<file path="config.mk">
export PLATFORM = sky130hd
export DESIGN_NAME = ir_pulse_decoder_volume_knob
export DESIGN_NICKNAME = d
export VERILOG_FILES = /design/src/rtl/irpd_pkg.sv /design/src/rtl/irpd_cfg.sv /design/src/rtl/irpd_core.sv /design/src/rtl/ir_pulse_decoder_volume_knob.sv
export SDC_FILE = /design/constraint.sdc
export NUM_CORES = 1
export LEC_CHECK = 0
export BUFFER_PORTS_ARGS = -buffer_cell sky130_fd_sc_hd__buf_2
export CORE_ASPECT_RATIO = 1.75
export CORE_MARGIN = 3
export CORE_UTILIZATION = 40
export CTS_BUF_LIST = sky130_fd_sc_hd__clkbuf_4 sky130_fd_sc_hd__clkbuf_8
export DETAILED_ROUTE_END_ITERATION = 8
export SETUP_SLACK_MARGIN = 0.5
export SLEW_MARGIN = 10
export SYNTH_ARGS = -nofsm -noshare
export SYNTH_HDL_FRONTEND = slang
export SYNTH_SLANG_ARGS = --single-unit
</file>
<file path="constraint.sdc">
create_clock -name clk -period 5.9 [get_ports clk]
set_input_delay 0.59 -clock clk [delete_from_list [all_inputs] [get_ports clk]]
set_output_delay 0.59 -clock clk [all_outputs]
set_load 0.02 [all_outputs]
</file>
<file path="src/rtl/irpd_pkg.sv">
`timescale 1ns / 1ps
package irpd_pkg;

	localparam int ADDR_W = 5;
	localparam int DATA_W = 32;
	localparam int BAND_W = 12;
	localparam int CODE_W = 25;
	localparam int KNOB_W = 8;

	localparam logic [2:0] REG_GAP_TIMEOUT = 3'd0;
	localparam logic [2:0] REG_BAND_A_LOW  = 3'd1;
	localparam logic [2:0] REG_BAND_A_HIGH = 3'd2;
	localparam logic [2:0] REG_BAND_B_LOW  = 3'd3;
	localparam logic [2:0] REG_BAND_B_HIGH = 3'd4;
	localparam logic [2:0] REG_CODE_UP     = 3'd5;
	localparam logic [2:0] REG_CODE_DOWN   = 3'd6;
	localparam logic [2:0] REG_CODE_MUTE   = 3'd7;

	localparam logic [BAND_W-1:0] RST_GAP_TIMEOUT = 12'd500;
	localparam logic [BAND_W-1:0] RST_BAND_A_LOW  = 12'd750;
	localparam logic [BAND_W-1:0] RST_BAND_A_HIGH = 12'd850;
	localparam logic [BAND_W-1:0] RST_BAND_B_LOW  = 12'd350;
	localparam logic [BAND_W-1:0] RST_BAND_B_HIGH = 12'd450;
	localparam logic [CODE_W-1:0] RST_CODE_UP     = 25'd25;
	localparam logic [CODE_W-1:0] RST_CODE_DOWN   = 25'd98;
	localparam logic [CODE_W-1:0] RST_CODE_MUTE   = 25'd121;

	localparam logic [KNOB_W-1:0] VOLUME_MAX = 8'd178;
	localparam logic [KNOB_W-1:0] VOLUME_MIN = 8'd1;

	typedef struct packed {
		logic [BAND_W-1:0] gap_timeout;
		logic [BAND_W-1:0] band_a_low;
		logic [BAND_W-1:0] band_a_high;
		logic [BAND_W-1:0] band_b_low;
		logic [BAND_W-1:0] band_b_high;
		logic [CODE_W-1:0] code_up;
		logic [CODE_W-1:0] code_down;
		logic [CODE_W-1:0] code_mute;
	} cfg_t;

endpackage

</file>
<file path="src/rtl/irpd_cfg.sv">
`timescale 1ns / 1ps
module irpd_cfg (
	input  logic                         clk,
	input  logic                         arst_n,
	input  logic                         psel,
	input  logic                         penable,
	input  logic                         pwrite,
	input  logic [irpd_pkg::ADDR_W-1:0]  paddr,
	input  logic [irpd_pkg::DATA_W-1:0]  pwdata,
	output logic [irpd_pkg::DATA_W-1:0]  prdata,
	output logic                         pready,
	output irpd_pkg::cfg_t               cfg
);

	irpd_pkg::cfg_t cfg_q;
	logic           wr_en;
	logic [2:0]     idx;

	assign pready = 1'b1;
	assign wr_en  = psel & penable & pwrite;
	assign idx    = paddr[4:2];
	assign cfg    = cfg_q;

	always_ff @(posedge clk or negedge arst_n) begin
		if (!arst_n) begin
			cfg_q.gap_timeout <= irpd_pkg::RST_GAP_TIMEOUT;
			cfg_q.band_a_low  <= irpd_pkg::RST_BAND_A_LOW;
			cfg_q.band_a_high <= irpd_pkg::RST_BAND_A_HIGH;
			cfg_q.band_b_low  <= irpd_pkg::RST_BAND_B_LOW;
			cfg_q.band_b_high <= irpd_pkg::RST_BAND_B_HIGH;
			cfg_q.code_up     <= irpd_pkg::RST_CODE_UP;
			cfg_q.code_down   <= irpd_pkg::RST_CODE_DOWN;
			cfg_q.code_mute   <= irpd_pkg::RST_CODE_MUTE;
		end else if (wr_en) begin
			unique case (idx)
				irpd_pkg::REG_GAP_TIMEOUT: cfg_q.gap_timeout <= pwdata[irpd_pkg::BAND_W-1:0];
				irpd_pkg::REG_BAND_A_LOW:  cfg_q.band_a_low  <= pwdata[irpd_pkg::BAND_W-1:0];
				irpd_pkg::REG_BAND_A_HIGH: cfg_q.band_a_high <= pwdata[irpd_pkg::BAND_W-1:0];
				irpd_pkg::REG_BAND_B_LOW:  cfg_q.band_b_low  <= pwdata[irpd_pkg::BAND_W-1:0];
				irpd_pkg::REG_BAND_B_HIGH: cfg_q.band_b_high <= pwdata[irpd_pkg::BAND_W-1:0];
				irpd_pkg::REG_CODE_UP:     cfg_q.code_up     <= pwdata[irpd_pkg::CODE_W-1:0];
				irpd_pkg::REG_CODE_DOWN:   cfg_q.code_down   <= pwdata[irpd_pkg::CODE_W-1:0];
				irpd_pkg::REG_CODE_MUTE:   cfg_q.code_mute   <= pwdata[irpd_pkg::CODE_W-1:0];
				default: ;
			endcase
		end
	end

	always_comb begin
		prdata = '0;
		unique case (idx)
			irpd_pkg::REG_GAP_TIMEOUT: prdata = irpd_pkg::DATA_W'(cfg_q.gap_timeout);
			irpd_pkg::REG_BAND_A_LOW:  prdata = irpd_pkg::DATA_W'(cfg_q.band_a_low);
			irpd_pkg::REG_BAND_A_HIGH: prdata = irpd_pkg::DATA_W'(cfg_q.band_a_high);
			irpd_pkg::REG_BAND_B_LOW:  prdata = irpd_pkg::DATA_W'(cfg_q.band_b_low);
			irpd_pkg::REG_BAND_B_HIGH: prdata = irpd_pkg::DATA_W'(cfg_q.band_b_high);
			irpd_pkg::REG_CODE_UP:     prdata = irpd_pkg::DATA_W'(cfg_q.code_up);
			irpd_pkg::REG_CODE_DOWN:   prdata = irpd_pkg::DATA_W'(cfg_q.code_down);
			irpd_pkg::REG_CODE_MUTE:   prdata = irpd_pkg::DATA_W'(cfg_q.code_mute);
			default:                   prdata = '0;
		endcase
	end

endmodule

</file>
<file path="src/rtl/irpd_core.sv">
`timescale 1ns / 1ps
module irpd_core #(
	parameter int MAX_ENTRIES = 50,
	parameter int COUNT_WIDTH = 12
) (
	input  logic                              clk,
	input  logic                              arst_n,
	input  irpd_pkg::cfg_t                    cfg,
	input  logic                              in_valid,
	output logic                              in_stall,
	input  logic                              ir_active,
	output logic                              out_valid,
	input  logic                              out_stall,
	output logic [irpd_pkg::KNOB_W-1:0]       knob_position,
	output logic                              message_done,
	output logic [irpd_pkg::CODE_W-1:0]       message_code,
	output logic                              mute_state
);

	localparam int EC_W  = $clog2(MAX_ENTRIES + 1);
	localparam int CMP_W = (COUNT_WIDTH > irpd_pkg::BAND_W) ? COUNT_WIDTH : irpd_pkg::BAND_W;
	localparam logic [EC_W-1:0] EC_LIMIT = EC_W'(MAX_ENTRIES);

	localparam logic [1:0] PH_IDLE  = 2'd0;
	localparam logic [1:0] PH_MARK  = 2'd1;
	localparam logic [1:0] PH_SPACE = 2'd2;

	logic [1:0]                    ph_q, ph_n;
	logic [COUNT_WIDTH-1:0]        dur_q, dur_n, dur_sat;
	logic [EC_W-1:0]               ec_q, ec_n, ec_w;
	logic [irpd_pkg::CODE_W-1:0]   cb_q, cb_n, cb_w, bit_mask;
	logic [irpd_pkg::KNOB_W-1:0]   vol_q, vol_n;
	logic                          mute_q, mute_n;
	logic                          done;
	logic [CMP_W-1:0]              len_x, dur_x;
	logic                          is_one;
	logic [EC_W-2:0]               pos;
	logic                          accept;

	logic [irpd_pkg::KNOB_W-1:0]   knob_q;
	logic                          done_q;
	logic [irpd_pkg::CODE_W-1:0]   code_q;
	logic                          mute_out_q;
	logic                          out_valid_q;

	assign in_stall = out_valid_q & out_stall;
	assign accept   = in_valid & ~in_stall;

	// band check on the finished entry length
	assign len_x  = CMP_W'(dur_q);
	assign is_one = (len_x > CMP_W'(cfg.band_a_low) && len_x < CMP_W'(cfg.band_a_high)) ||
	                (len_x > CMP_W'(cfg.band_b_low) && len_x < CMP_W'(cfg.band_b_high));

	assign ec_w    = (ec_q >= EC_LIMIT) ? '0 : ec_q;
	assign cb_w    = (ec_q >= EC_LIMIT) ? '0 : cb_q;
	assign pos     = ec_w[EC_W-1:1];
	assign dur_sat = (dur_q == '1) ? dur_q : dur_q + 1'b1;

	always_comb begin
		bit_mask = '0;
		for (int i = 0; i < irpd_pkg::CODE_W; i++) begin
			bit_mask[i] = (int'(pos) == i) & ~ec_w[0] & is_one;
		end
	end

	always_comb begin
		ph_n   = ph_q;
		dur_n  = dur_q;
		ec_n   = ec_w;
		cb_n   = cb_w;
		vol_n  = vol_q;
		mute_n = mute_q;
		done   = 1'b0;
		if (ir_active) begin
			unique case (ph_q)
				PH_MARK: dur_n = dur_sat;
				PH_SPACE: begin
					cb_n  = cb_w | bit_mask;
					ec_n  = ec_w + 1'b1;
					ph_n  = PH_MARK;
					dur_n = '0;
				end
				default: begin
					ph_n  = PH_MARK;
					dur_n = '0;
					ec_n  = '0;
					cb_n  = '0;
				end
			endcase
		end else begin
			unique case (ph_q)
				PH_MARK: begin
					cb_n  = cb_w | bit_mask;
					ec_n  = ec_w + 1'b1;
					ph_n  = PH_SPACE;
					dur_n = '0;
				end
				PH_SPACE: dur_n = dur_sat;
				default: ;
			endcase
		end
		dur_x = CMP_W'(dur_n);
		if (!ir_active && ph_n == PH_SPACE && dur_x > CMP_W'(cfg.gap_timeout)) begin
			done = 1'b1;
			ph_n = PH_IDLE;
			if (cb_n == cfg.code_up) begin
				vol_n = (vol_n < irpd_pkg::VOLUME_MAX) ? vol_n + 1'b1 : irpd_pkg::VOLUME_MAX;
			end
			if (cb_n == cfg.code_down) begin
				vol_n = (vol_n >= 8'd2) ? vol_n - 1'b1 : irpd_pkg::VOLUME_MIN;
			end
			if (cb_n == cfg.code_mute) begin
				mute_n = ~mute_q;
			end
		end
	end

	always_ff @(posedge clk or negedge arst_n) begin
		if (!arst_n) begin
			ph_q   <= PH_IDLE;
			dur_q  <= '0;
			ec_q   <= '0;
			cb_q   <= '0;
			vol_q  <= irpd_pkg::VOLUME_MIN;
			mute_q <= 1'b0;
		end else if (accept) begin
			ph_q   <= ph_n;
			dur_q  <= dur_n;
			ec_q   <= ec_n;
			cb_q   <= cb_n;
			vol_q  <= vol_n;
			mute_q <= mute_n;
		end
	end

	always_ff @(posedge clk or negedge arst_n) begin
		if (!arst_n) begin
			out_valid_q <= 1'b0;
		end else begin
			out_valid_q <= accept | (out_valid_q & out_stall);
		end
	end

	always_ff @(posedge clk) begin
		if (accept) begin
			knob_q     <= mute_n ? irpd_pkg::VOLUME_MIN : vol_n;
			done_q     <= done;
			code_q     <= done ? cb_n : '0;
			mute_out_q <= mute_n;
		end
	end

	assign out_valid     = out_valid_q;
	assign knob_position = knob_q;
	assign message_done  = done_q;
	assign message_code  = code_q;
	assign mute_state    = mute_out_q;

endmodule

</file>
<file path="src/rtl/ir_pulse_decoder_volume_knob.sv">
`timescale 1ns / 1ps
// An input transfer's result is registered in the output register; one sample
// per cycle while in_stall is low. The decoder state updates in a single pass.
// The output register accepts a new sample while the held result is taken.
// Reset (arst_n low, async): idle, counters and code cleared, volume 1, unmuted,
// configuration registers at their defaults.
module ir_pulse_decoder_volume_knob #(
	parameter int MAX_ENTRIES = 50,
	parameter int COUNT_WIDTH = 12
) (
	input  logic                              clk,
	input  logic                              arst_n,
	input  logic                              psel,
	input  logic                              penable,
	input  logic                              pwrite,
	input  logic [irpd_pkg::ADDR_W-1:0]       paddr,
	input  logic [irpd_pkg::DATA_W-1:0]       pwdata,
	output logic [irpd_pkg::DATA_W-1:0]       prdata,
	output logic                              pready,
	input  logic                              in_valid,
	output logic                              in_stall,
	input  logic                              ir_active,
	output logic                              out_valid,
	input  logic                              out_stall,
	output logic [irpd_pkg::KNOB_W-1:0]       knob_position,
	output logic                              message_done,
	output logic [irpd_pkg::CODE_W-1:0]       message_code,
	output logic                              mute_state
);

	irpd_pkg::cfg_t cfg;

	irpd_cfg u_cfg (
		.clk     (clk),
		.arst_n  (arst_n),
		.psel    (psel),
		.penable (penable),
		.pwrite  (pwrite),
		.paddr   (paddr),
		.pwdata  (pwdata),
		.prdata  (prdata),
		.pready  (pready),
		.cfg     (cfg)
	);

	irpd_core #(
		.MAX_ENTRIES (MAX_ENTRIES),
		.COUNT_WIDTH (COUNT_WIDTH)
	) u_core (
		.clk           (clk),
		.arst_n        (arst_n),
		.cfg           (cfg),
		.in_valid      (in_valid),
		.in_stall      (in_stall),
		.ir_active     (ir_active),
		.out_valid     (out_valid),
		.out_stall     (out_stall),
		.knob_position (knob_position),
		.message_done  (message_done),
		.message_code  (message_code),
		.mute_state    (mute_state)
	);

endmodule

</file>
Yosys cells after proc, flatten, opt, wreduce, memory -nomap -nowiden
Index checks and enable logic that the tools add are counted.

Output and inout bits: 70. Input bits: 45. Register bits after elaboration: 225. Word-level logic and storage cells: 170.

Magnitude comparators: 8. Eq/ne operators: 38. Reduce and logical (&&, ||, !) cells: 16. Bitwise logic cells: 59. Add/subtract/negate cells: 4. Muxes and demuxes: 26.

Operator list (number): case mux 32 bit (8 select lines) (1); equality test 5 bit (second input constant) (16); equality test 25 bit (3); two-way mux 25 bit (3); bitwise AND 1 bit (54); case mux 25 bit (2 select lines) (1); two-way mux 8 bit (6); > comparator 12 bit (3); two-way mux 12 bit (3); equality test 5 x 4 -> 1 bit (second input constant) (5); bitwise OR 25 bit (1); less-than comparator 12 bit (2); case mux 12 bit (2 select lines) (1); two-way mux 6 bit (3); AND reduction 2 bit (8); adder 12 x 1 -> 12 bit (second input constant) (1); equality test 12 bit (second input constant) (1); equality test 3 bit (second input constant) (4); case mux 6 bit (2 select lines) (1); equality test 5 x 3 -> 1 bit (second input constant) (2); adder 8 x 1 -> 8 bit (second input constant) (1); >= comparator 8 x 2 -> 1 bit (second input constant) (1); less-than comparator 8 bit (second input constant) (1); two-way mux 2 bit (4); other kinds (16) (25).

Longest topological paths before layout
Gate-level depths: netlist of run 1.

Depth after elaboration: 15. Gate-level depth with buffers: 21. Gate-level depth less buffers: 21.

Modules after synthesis
A second synthesis of run 1 with hierarchy kept.

Cell total of the unflattened synthesis: 1560. Area total of the unflattened synthesis: 15180.8 um2.

Modules (own cells, without submodules): irpd_core (area an instance 8828.5 um2, times used 1, cells an instance 1108, sequential area each 2428.6 um2); irpd_cfg (area an instance 6352.3 um2, times used 1, cells an instance 452, sequential area each 3427.0 um2).

Worst setup path before layout of run 1
OpenSTA, ideal clock, no wires.

Kind: reg2reg. Start: register u_core.ph_q[0]. End: register u_core.knob_q (netlist bit u_core.knob_position[6]), data pin. Library setup time: 281 ps. Slack: 1490 ps. Required time: 5619 ps. Path buffers: 4. Arrival: 4129 ps. Cell stages (with the launch flop): 20. Period minus slack after synthesis: 4410 ps. Cells stage by stage: dfrtp_1 inv_1 ha_1 buf_2 and3_1 clkbuf_1 nor2_2 buf_2 o22ai_1 a2111oi_0 mux2i_1 a2111oi_2 nand3_1 buf_2 o31ai_2 o211ai_2 nor3_4 mux2_1 o21ai_1 a21oi_1.

Cells in the longest elaborated chain, start to end: 10. Elaborated cells between the ends (all ways): 27. Classes of those cells: add/sub: 1; order compare: 2; eq/ne: 6; mux: 16; reduce/logical: 2.

Ends and longest elaborated chain: start: declaration (line irpd_core.sv:28) `logic [1:0] ph_q, ph_n;`; start signal: assignment (line irpd_core.sv:127) `ph_q <= ph_n;`; equality test 2 bit / equality test 2 x 1 -> 1 bit (equally long branches) (line irpd_core.sv:75, irpd_core.sv:91); case mux 25 bit (2 select lines) / two-way mux 25 bit (equally long branches) (line irpd_core.sv:75, irpd_core.sv:91); two-way mux 25 bit (line irpd_core.sv:74) `if (ir_active) begin`; equality test 25 bit (line irpd_core.sv:106) `if (cb_n == cfg.code_up) begin`; two-way mux 8 bit (line irpd_core.sv:106); two-way mux 8 bit (line irpd_core.sv:103) `if (!ir_active && ph_n == PH_SPACE && dur_x > CMP_W'(cfg.gap_timeout)) begin`; subtractor 8 x 1 -> 8 bit / >= comparator 8 x 2 -> 1 bit (equally long branches) (line irpd_core.sv:110) `vol_n = (vol_n >= 8'd2) ? vol_n - 1'b1 : irpd_pkg::VOLUME_MIN;`; two-way mux 8 bit (line irpd_core.sv:110); two-way mux 8 bit (line irpd_core.sv:109) `if (cb_n == cfg.code_down) begin`; two-way mux 8 bit (line irpd_core.sv:103); end signal: assignment (line irpd_core.sv:146) `knob_q <= mute_n ? irpd_pkg::VOLUME_MIN : vol_n;`; end: declaration (line irpd_core.sv:40) `logic [irpd_pkg::KNOB_W-1:0] knob_q;`.

Parallel ways exist; a longest one is shown, timed or not. The select of a mux whose other input is x is not followed. A chain may end at the register's enable or synchronous reset.

Worst setup path after layout of run 1
Start: register u_core.ph_q[0]. End: register u_core.knob_q (netlist bit u_core.knob_position[2]), data pin.

The elaborated chain is that of the path after synthesis.

==> impl_metrics.tcl, run 1 <==
set metrics [dict create \
    r2r-end "u_core.knob_position[2]" \
    nets 1855 \
    flip_flop_and_latch_count_after_synthesis 225 \
    clock.fmax_mhz 191 \
    cts_root_buf "clkbuf_8" \
    slew_viol_final 0 \
    antenna_violating_nets_post_route 0 \
    fp.dieArea_um2 40100 \
    period_needed_ps 5250 \
    starting_density_of_the_core_pct 40.7 \
    max-slew-margin-rel_pct 30.8 \
    synth.cell_area_um2 15000 \
    tritoncts "yes" \
    synth_cell_type_count 94 \
    wl_per_cell_um 28.9 \
    mostFrequentLayoutCells "172 x nand2_1, 147 x dfrtp_1, 131 x mux2_2, 115 x o21ai_0, 103 x buf_4" \
    port_buffers 97 \
    yosys_warnings 0 \
    dieWidth_um 153 \
    final.fill_count 3628 \
    final_cell_count_no_fill 2251 \
    critPathSlowestCell "or4_1" \
    dr.first_iter.drc_count 1118 \
    grt.overflow.total 0 \
    mostFrequentLayoutCell "nand2_1" \
    grt_pass1_vias 14000 \
    cellPowerDensity_nw_per_um2 325 \
    die-height_um 263 \
    wl_um 65200 \
    postSynth.topFlopCell "dfrtp_1" \
    post-route-drc-count 0 \
    bufs_on_longest_clock_path 3 \
    h_tree_lvl_count 2 \
    reported_leakage_power_nw 7.48 \
    signed_area_change_from_the_synthesized_netlist_to_the_final_layout_pct 16.2 \
    finalPower_mw 5.69 \
    wire_length_of_the_first_global_routing_pass_um 94400 \
    drive_above_1_share_pct 28.4 \
    worst_slew_pin_slew_ps 1030 \
    asyncSetResetFlopFracSynth_pct 84.4 \
    arrival_ps 5560 \
    outcome "finished clean" \
    drt_pre_antenna_iters 6 \
    synthesis.instances 1591 \
    initial_antenna_violation_count 2 \
    numCtsBuffers 37 \
    critical_path.max_stage_delay_ps 470 \
    worst_clock_skew_ps 28.2 \
    startpoint "u_core.ph_q[0]" \
    synth_area_per_cell_um2 9.46 \
    worstSetupEndpoint "u_core.knob_position[2]" \
    timing.reg2reg.worst_path_depth 20 \
    grt_util_all_layers_pct 31.7 \
    period_share_pct 88.9 \
    timing.critical_path.cells "inv_1, ha_2, o21a_4, buf_4, o211ai_1, a22oi_1, nand4_1, nor3_1, mux2i_1, a2111oi_2, buf_4, nand3_1, buf_4, or4_1, a21oi_1, nor4b_4, buf_4, a21oi_1, mux2i_1, nor2_1" \
    path_common_cell "buf_4" \
    timing.final.setup_violations 0 \
    place.detailed.hpwl_um 50800 \
    rsz0062_at_grt "no" \
    clock-sinks 225 \
    timing.reg2reg.setup_slack_ps 650 \
    synth-edff-count 35 \
    worstSetupStartpointType "flip-flop" \
    holdCritPathClass "in -> async" \
    design.core.area_um2 37000 \
    worst-setup-path-type "reg -> reg" \
    grt_max_degree 130 \
    dp.cells 2180 \
    cp.required_ps 6220 \
    pin_count 115 \
    place_worst_setup_slack_ps 286 \
    path_max_fanout 14 \
    finalSetupTns_ps 0 \
    finalHoldViolCount 0 \
    worst_skew_pair.late_latency_ps 580 \
    global_placer_s_final_weighted_congestion 1.02 \
    synth.yosys.seq_area_share_pct 38.9 \
    postLayoutSetupSlackWorst_ps 655 \
    clk_transition_reported_paths_ps 60 \
    r2r-start "u_core.ph_q[0]" \
    vias 13700 \
    rows 93 \
    cap_violations 0 \
    cp-end-kind "flip-flop" \
    detail_route.vias_per_cell 6.10 \
    worst_ir_drop_vdd_v 0.000234 \
]
==> how the worst min path moves through the flow <==
stage                    startpoint               to  depth (start not counted)  slack [ps]
floorplan                    arst_n   u_cfg.cfg[101]                          0         290
finish                       arst_n  u_core.dur_q[9]                          1          20
global placement    u_core.cb_q[21]  u_core.cb_q[21]                          2         490
detailed placement  u_core.cb_q[21]  u_core.cb_q[21]                          2         490
CTS                          arst_n  u_core.dur_q[9]                          1          20
global route                 arst_n  u_core.dur_q[9]                          1          40
==> flip-flops by register name, indices dropped and copies added (netlist names), 2 cells and up <==
name                  flops
u_cfg.cfg               135
u_core.dur_q             12
u_core.vol_q              8
u_core.message_code      25
u_core.ph_q               2
u_core.knob_position      8
u_core.cb_q              25
u_core.ec_q               6
==> through the flow <==
stage | hold slack, ps | cell area (um^2) | utilization, %
after floorplan | 294 | 15100 | -
after global placement | 489 | 16600 | 44.9
after detailed placement | 493 | 16600 | 44.9
after CTS | 24.7 | 17400 | 47.0
after global routing | 44.0 | 17500 | 47.2
final | 19.9 | 17500 | 47.2
==> critical path: cells and delay by family, from the launching register on <==
kind / cells / cell delay (ps)
AO/OA/AOI/OAI: 6 / 1590
adder cells (fa/ha/maj): 1 / 300
multiplexers: 2 / 300
AND/OR/NAND/NOR: 6 / 1470
buffers and inverters: 5 / 910
flip-flops: 1 / 400
==> cell usage after synthesis, drive strengths merged (10+ instances only) <==
master	instances	area share (%)
nand2	173	4.3
dfrtp	150	25
mux2	132	9.9
o21ai	122	4.1
inv	102	2.5
nor2	87	2.2
ha	65	5.4
clkbuf	58	1.4
a21oi	48	1.6
nand3	43	1.4
dfstp	40	7.0
buf	37	1.4
o211ai	37	1.9
edfxtp	35	7.0
nor2b	28	1.2
nor3	28	1.0
a22oi	25	1.2
nand4	25	1.0
o22ai	25	1.0
nand2b	23	0.96
nor4	22	1.0
and3	20	0.83
mux4	17	2.5
a21boi	16	0.80
xnor2	16	0.93
xor2	16	0.93
a22o	14	0.82
a21o	11	0.55
a31oi	10	0.42
o2111ai	10	0.58
o31ai	10	0.53
==> repair_timing <==
| action | 4_1_cts | 5_1_grt |
|---|---|---|
| pin swaps | 0 | 4 |
| hold buffers | 0 | 0 |
| gates resized for setup | 3 | 17 |
| cloned | 0 | 0 |
| setup endpoints to repair | 13 | 15 |
| setup buffers | 0 | 1 |
==> area by class of cell <==
type / instances / area (um^2) / area share [%]
Tap cell: 475 / 594 / 3.40
Sequential cell: 225 / 5860 / 33.5
Inverter: 103 / 387 / 2.21
Clock inverter: 14 / 78.8 / 0.451
Multi-Input combinational cell: 1174 / 8520 / 48.8
Clock buffer: 54 / 687 / 3.93
Antenna cell: 2 / 5.00 / 0.0286
Timing Repair Buffer: 204 / 1350 / 7.71
==> cells by family after synthesis <==
group | share of synthesized area (%)
other | 0.0499
AO/OA/AOI/OAI | 19.1
buffers and inverters | 5.37
XOR/XNOR | 1.86
multiplexers | 12.9
AND/OR/NAND/NOR | 16.4
flip-flops | 38.9
adder cells (fa/ha/maj) | 5.41
==> where the power goes <==
group | leakage, nW | internal (mW) | switching (mW)
clock | 0.412 | 0.757 | 0.673
sequential | 2.70 | 1.87 | 0.433
combinational | 4.37 | 0.765 | 1.19
==> per-layer routing <==
metal  wire length (um)  GRT usage [%]
met3               3270           4.09
met4               7640           29.2
met2              33100           56.2
met5                 11              0
met1              21100           31.7
Power figures use the tool's default switching activity.
==> inputs of run 2 (changes only) <==
MAX_ROUTING_LAYER = met4   (was not set)
==> run 2 against run 1 <==
Net effect: final cell count fell by 1.4%; critical endpoint is now u_core.knob_position[5]; critical path type unchanged; clock skew rose by 2.1 ps; sequential share of layout area rose by 0.35 points; clock-buffer cell count fell by 4; non-clock buffer count fell by 29; register-to-register slack got worse by 90 ps; utilization fell by 0.48 points; flip-flop and latch count did not move; sequential power barely moved; largest power group unchanged; global-route usage fell by 0.40 points; critical path depth fell by 2.
==> impl_metrics.tcl, run 2 (same netlist as run 1, synthesis figures left out) <==
set metrics [dict create \
    h_tree_lvl_count 2 \
    port_buffers 97 \
    numCtsBuffers 36 \
    dieWidth_um 153 \
    pin_count 115 \
    post-route-drc-count 0 \
    mostFrequentLayoutCells "172 x nand2_1, 146 x dfrtp_1, 131 x mux2_2, 115 x o21ai_0, 99 x inv_1" \
    post_cts.repair.setup_buffers 0 \
    worst_clock_skew_ps 30.3 \
    holdCritPathClass "in -> reg" \
    cap_violations 0 \
    fp.dieArea_um2 40100 \
    rsz0062_at_grt "no" \
    worst_ir_drop_vdd_v 0.000312 \
    rows 93 \
    slew_viol_final 0 \
    antenna_violating_nets_post_route 0 \
    wl_um 62300 \
    initial_antenna_violation_count 3 \
    dr.first_iter.drc_count 1160 \
    pwr-share-seq_pct 39.5 \
    cellPowerDensity_nw_per_um2 333 \
    groute.layer.met3.usage_pct 4.88 \
    signed_area_change_from_the_synthesized_netlist_to_the_final_layout_pct 15.0 \
    multiInputGateArea_um2 8510 \
    clockPowerShare_pct 27.3 \
    nets 1825 \
    largest_register_ff_count 135 \
    cts_root_buf "clkbuf_8" \
    detail_route.vias_per_cell 6.23 \
    met2_layer_usage_reported_by_global_route_pct 53.7 \
    drive_above_1_share_pct 27.0 \
    grt_use_met1_pct 30.5 \
    top_usage_layer "met2" \
    worst_hold_slack_ps 249 \
    clock.fmax_mhz 187 \
    tritoncts "yes" \
    vias 13800 \
    grt_max_degree 155 \
    switching_share_of_total_power_pct 39.3 \
    cp-end-kind "flip-flop" \
    clk_transition_reported_paths_ps 70 \
    clock-sinks 225 \
    grt.overflow.total 0 \
    reported_leakage_power_nw 7.35 \
    mostFrequentLayoutCell "nand2_1" \
    post_route_core_utilization_pct 46.8 \
    cp.required_ps 6200 \
    path_max_fanout 12 \
    bufs_on_longest_clock_path 3 \
    arrival_ps 5640 \
    comb_power_share_pct 33.1 \
    starting_density_of_the_core_pct 40.7 \
    grt_pass1_vias 14200 \
    seq_area_um2 5860 \
    drt_pre_antenna_iters 7 \
    finalHoldViolCount 0 \
    design.core.area_um2 37000 \
    place.detailed.hpwl_um 47300 \
    max-slew-margin-rel_pct 24.4 \
    period_share_pct 90.5 \
    worst-setup-path-type "reg -> reg" \
    worst_skew_pair.late_latency_ps 570 \
    wl_per_cell_um 28.1 \
    final.fill_count 3604 \
    power_spent_charging_and_discharging_nets_mw 2.27 \
    grt_util_all_layers_pct 31.3 \
    wire_length_of_the_first_global_routing_pass_um 92100 \
    worstSetupStartpointType "flip-flop" \
    outcome "finished clean" \
    period_needed_ps 5340 \
    finalSetupTns_ps 0 \
    power_report.internal_total_mw 3.50 \
    timing.final.setup_violations 0 \
    die-height_um 263 \
    worst_slew_pin_slew_ps 1130 \
    global_placer_s_final_weighted_congestion 1.11 \
]
==> run 2: changes by cell type in the layout (fill, tap and decap cells not counted), sizes merged <==
cell / before / now
buf: 203 / 173
clkinvlp: 1 / 2
clkinv: 12 / 8
bufinv: 0 / 5
dlygate4sd3: 0 / 1
clkbuf: 55 / 51
inv: 104 / 103
==> run 2: path summary, 6_finish.rpt <==
path,from,end,slack [ps],depth (start not counted)
max,u_core.ph_q[1],u_core.knob_position[5],560,18
min,in_valid,u_core.out_valid,250,2
max reg2reg,u_core.ph_q[1],u_core.knob_position[5],560,18
min reg2reg,u_core.cb_q[3],u_core.cb_q[3],520,2
max in group asynchronous,arst_n,u_cfg.cfg[28],4130,3
min in group asynchronous,arst_n,u_core.dur_q[8],520,2
==> run 2: critical path, stage by stage, from the launching register on <==
cell and delay, ps:
dfrtp_1 410, inv_1 80, ha_2 430, and3_2 300, o2111a_1 500, and3b_1 230, nor4_1 210, o2111a_1 300
nand4_1 220, a2111oi_4 490, nand3_1 160, buf_4 210, or4_1 470, a21oi_1 220, nor4b_4 370, buf_4 190
inv_2 40, a31oi_1 170, nor2_1 60
==> run 2: cell type report <==
cell class	instances	area share [%]
multi-input combinational	1174	49.2
sequential	225	33.9
timing repair buffer	175	6.47
clock buffer	50	3.58
tap	475	3.44
inverter	103	2.23
clock inverter	15	1.20
antenna	2	0.0289
==> run 2: power groups by stage <==
stage          registers [mW]  clock network [mW]  logic, mW
2_1_floorplan            2.09                   0       1.20
3_3_place_gp             2.28                   0       1.83
3_5_place_dp             2.29                   0       1.84
4_1_cts                  2.26                1.61       1.86
5_1_grt                  2.30                1.68       2.05
6_report                 2.28                1.58       1.91
==> run 2: per-stage QoR <==
stage | std cells | worst slack, ps | power [mW] | area [um^2]
2_1_floorplan | 1597 | 1490 | 3.29 | 15100
4_1_cts | 2217 | 520 | 5.73 | 17200
3_5_place_dp | 2151 | 344 | 4.13 | 16400
3_3_place_gp | 2151 | 364 | 4.10 | 16400
5_1_grt | 2219 | 448 | 6.04 | 17300
6_report | 2219 | 562 | 5.77 | 17300
==> run 2: layer usage <==
| layer | share of wire (%) | vias up |
|---|---|---|
| met3 | 5.1 | 276 |
| li1 | - | 6141 |
| met5 | 0 | - |
| met1 | 33 | 6767 |
| met2 | 51 | 633 |
| met4 | 11 | 0 |
==> run 2: repair_timing <==
item,4_1_cts,5_1_grt
endpoints found under the hold margin,32,0
pin swaps,0,2
setup endpoints to repair,3,15
resized for setup,4,13
hold buffers,1,0
==> inputs of run 3 (changes only) <==
ABC_AREA = 1   (was not set)
CELL_PAD_IN_SITES_DETAIL_PLACEMENT = 0   (was not set)
CELL_PAD_IN_SITES_GLOBAL_PLACEMENT = 2   (was not set)
CORE_UTILIZATION = 36   (was 40)
PLACE_DENSITY_LB_ADDON = 0.1   (was not set)
==> run 3 against run 2 <==
Net effect: hold slack got worse by 12 ps; sequential power decreased by 11%; final cell count increased by 16%; utilization decreased by 5.2 points; sequential share of layout area increased by 2.5 points; global-route usage decreased by 5.6 points; power decreased by 14%; maximum frequency increased by 7.3%; critical endpoint unchanged.
==> impl_metrics.tcl, run 3 <==
set metrics [dict create \
    outcome "finished clean" \
    asyncSetResetFlopFracSynth_pct 84.4 \
    post_route_core_utilization_pct 41.5 \
    worst-setup-path-type "reg -> reg" \
    post-route-cell-area_um2 16100 \
    worst_hold_startpoint "out_stall" \
    clock.fmax_mhz 201 \
    yosys_warnings 0 \
    port_buffers 97 \
    synth.top_cell.area_share_pct 26.4 \
    wire_length_of_the_first_global_routing_pass_um 78600 \
    mostFrequentLayoutCell "nand2_1" \
    timing.final.setup_violations 0 \
    mostFrequentLayoutCells "590 x nand2_1, 276 x inv_1, 181 x o21ai_0, 149 x dfrtp_1, 142 x nor2_1" \
    commonest_cells_post_synth "590 x nand2_1, 277 x inv_1, 181 x o21ai_0" \
    yosys.cell_count.top_type "nand2_1" \
    path_max_fanout 9 \
    arrival_ps 5300 \
    initial_antenna_violation_count 1 \
    clock-sinks 225 \
    clk_transition_reported_paths_ps 70 \
    synth.yosys.seq_area_share_pct 41.2 \
    synth.cell_area_um2 14200 \
    drt_pre_antenna_iters 5 \
    synth-edff-count 35 \
    final.fill_count 4144 \
    slew_viol_final 0 \
    design.core.area_um2 38700 \
    tritoncts "yes" \
    cts_root_buf "clkbuf_8" \
    largest_register_ff_count 135 \
    grt_util_all_layers_pct 25.7 \
    synth_area_per_cell_um2 7.29 \
    place.detailed.hpwl_um 40300 \
    r2r-end "u_core.knob_position[5]" \
    wl_um 52300 \
    finalHoldViolCount 0 \
    rows 95 \
    dr.first_iter.drc_count 647 \
    signed_area_change_from_the_synthesized_netlist_to_the_final_layout_pct 13.1 \
    die-height_um 269 \
    antenna_violating_nets_post_route 0 \
    synthTopCellsByArea "dfrtp_1 26%, nand2_1 16%, dfstp_2 7.4%, edfxtp_1 7.4%, inv_1 7.3%" \
    flip_flop_and_latch_count_after_synthesis 225 \
    fp.dieArea_um2 42000 \
    worst_clock_skew_ps 21.0 \
    whs_path_depth 3 \
    pin_count 115 \
    yosys.area.top_type "dfrtp_1" \
    post-route-drc-count 0 \
    reported_leakage_power_nw 7.87 \
    timing.reg2reg.setup_slack_ps 920 \
    min_delay_worst_endpoint "u_core.out_valid" \
    wl_per_cell_um 20.4 \
    worst_slew_pin_slew_ps 1010 \
    placed_cell_area_um2 15200 \
    detail_route.vias_per_cell 5.11 \
    critical_path.max_stage_delay_ps 420 \
    drive_above_1_share_pct 14.2 \
    vias 13100 \
    r2r-start "u_core.dur_q[0]" \
    grt_max_degree 151 \
    cp.required_ps 6220 \
    period_needed_ps 4980 \
    synthesis.instances 1950 \
    synth_cell_type_count 49 \
    starting_density_of_the_core_pct 36.7 \
    critPathSlowestCell "dfrtp_2" \
    cellPowerDensity_nw_per_um2 308 \
    grt.overflow.total 0 \
    numCtsBuffers 39 \
    holdCritPathClass "in -> reg" \
    global_placer_s_final_weighted_congestion 0.921 \
    period_share_pct 84.3 \
    dieWidth_um 156 \
    nets 2158 \
    cp-end-kind "flip-flop" \
    worst_ir_drop_vdd_v 0.000160 \
    worst_hold_slack_ps 237 \
    postSynth.topFlopCell "dfrtp_1" \
    max-slew-margin-rel_pct 32.5 \
    grt_pass1_vias 13100 \
    worst_skew_pair.late_latency_ps 570 \
    finalSetupTns_ps 0 \
    finalPower_mw 4.95 \
    cap_violations 0 \
    h_tree_lvl_count 2 \
    bufs_on_longest_clock_path 3 \
    timing.reg2reg.worst_path_depth 32 \
    worstSetupStartpointType "flip-flop" \
    rsz0062_at_grt "no" \
]
## run 3: report_power, final
part           total (mW)  internal (mW)  switching [mW]
Combinational        1.41          0.415           0.996
Clock                1.52          0.824           0.693
Sequential           2.02           1.86           0.161
## run 3: worst max-delay path by stage
stage,cells past startpoint,endpoint,slack (ps),from
5_1_grt,32,u_core.knob_position[5],540,u_core.dur_q[0]
4_1_cts,31,u_core.knob_position[5],570,u_core.dur_q[0]
6_report,32,u_core.knob_position[5],920,u_core.dur_q[0]
3_3_place_gp,31,u_core.knob_position[5],660,u_core.dur_q[0]
3_5_place_dp,31,u_core.knob_position[5],610,u_core.dur_q[0]
2_1_floorplan,27,u_core.knob_position[5],1300,u_core.dur_q[1]
## run 3: cell type report
type                       instances  area [um^2]  area share (%)
inverter                         289         1080            6.74
tap                              485          607            3.77
clock inverter                    15          128           0.793
antenna                            1         2.50          0.0156
clock buffer                      56          671            4.17
timing repair buffer             120          682            4.24
sequential                       225         5860            36.4
multi-input combinational       1373         7060            43.9
## run 3: per-layer routing
metal  up-vias  track usage, %  routed length [um]
li1       6508               -                   -
met1      6235            25.4               18400
met2       256            50.9               30200
met3        99            2.30                1510
met4         0            9.87                2210
met5         -               -                   0
## run 3: cell families (layout without fill, tap and decap cells)
| family | Yosys count | after routing | share of synthesized area (%) |
|---|---|---|---|
| simple gates | 920 | 920 | 27.0 |
| buf+inv | 358 | 480 | 9.84 |
| compound gates | 348 | 348 | 14.1 |
| flops | 225 | 225 | 41.2 |
| fa+ha+maj | 65 | 65 | 5.72 |
| xor+xnor | 23 | 23 | 1.42 |
| mux | 9 | 9 | 0.713 |
| other cells | 2 | 9 | 0.0528 |
## run 3: repair_timing
action | 4_1_cts | 5_1_grt
hold endpoints to repair | 39 | 0
hold buffers | 1 | 0
setup endpoints to repair | 0 | 16
buffers inserted | 0 | 0
resized for setup | 0 | 7
## run 3: stage by stage
| stage | setup WS, ps | instances |
|---|---|---|
| finish | 924 | 2564 |
| detailed placement | 609 | 2491 |
| CTS | 571 | 2563 |
| floorplan | 1300 | 1956 |
| global route | 537 | 2564 |
| global placement | 661 | 2491 |
## run 3: critical path, delay by kind of cell, from the launching register on
kind                     cells  cell delay [ps]
flip-flops                   1              420
AND/OR/NAND/NOR             21             2630
AO/OA/AOI/OAI                1              140
adder cells (fa/ha/maj)      2              510
buffers and inverters        7              860
XOR/XNOR                     1              150
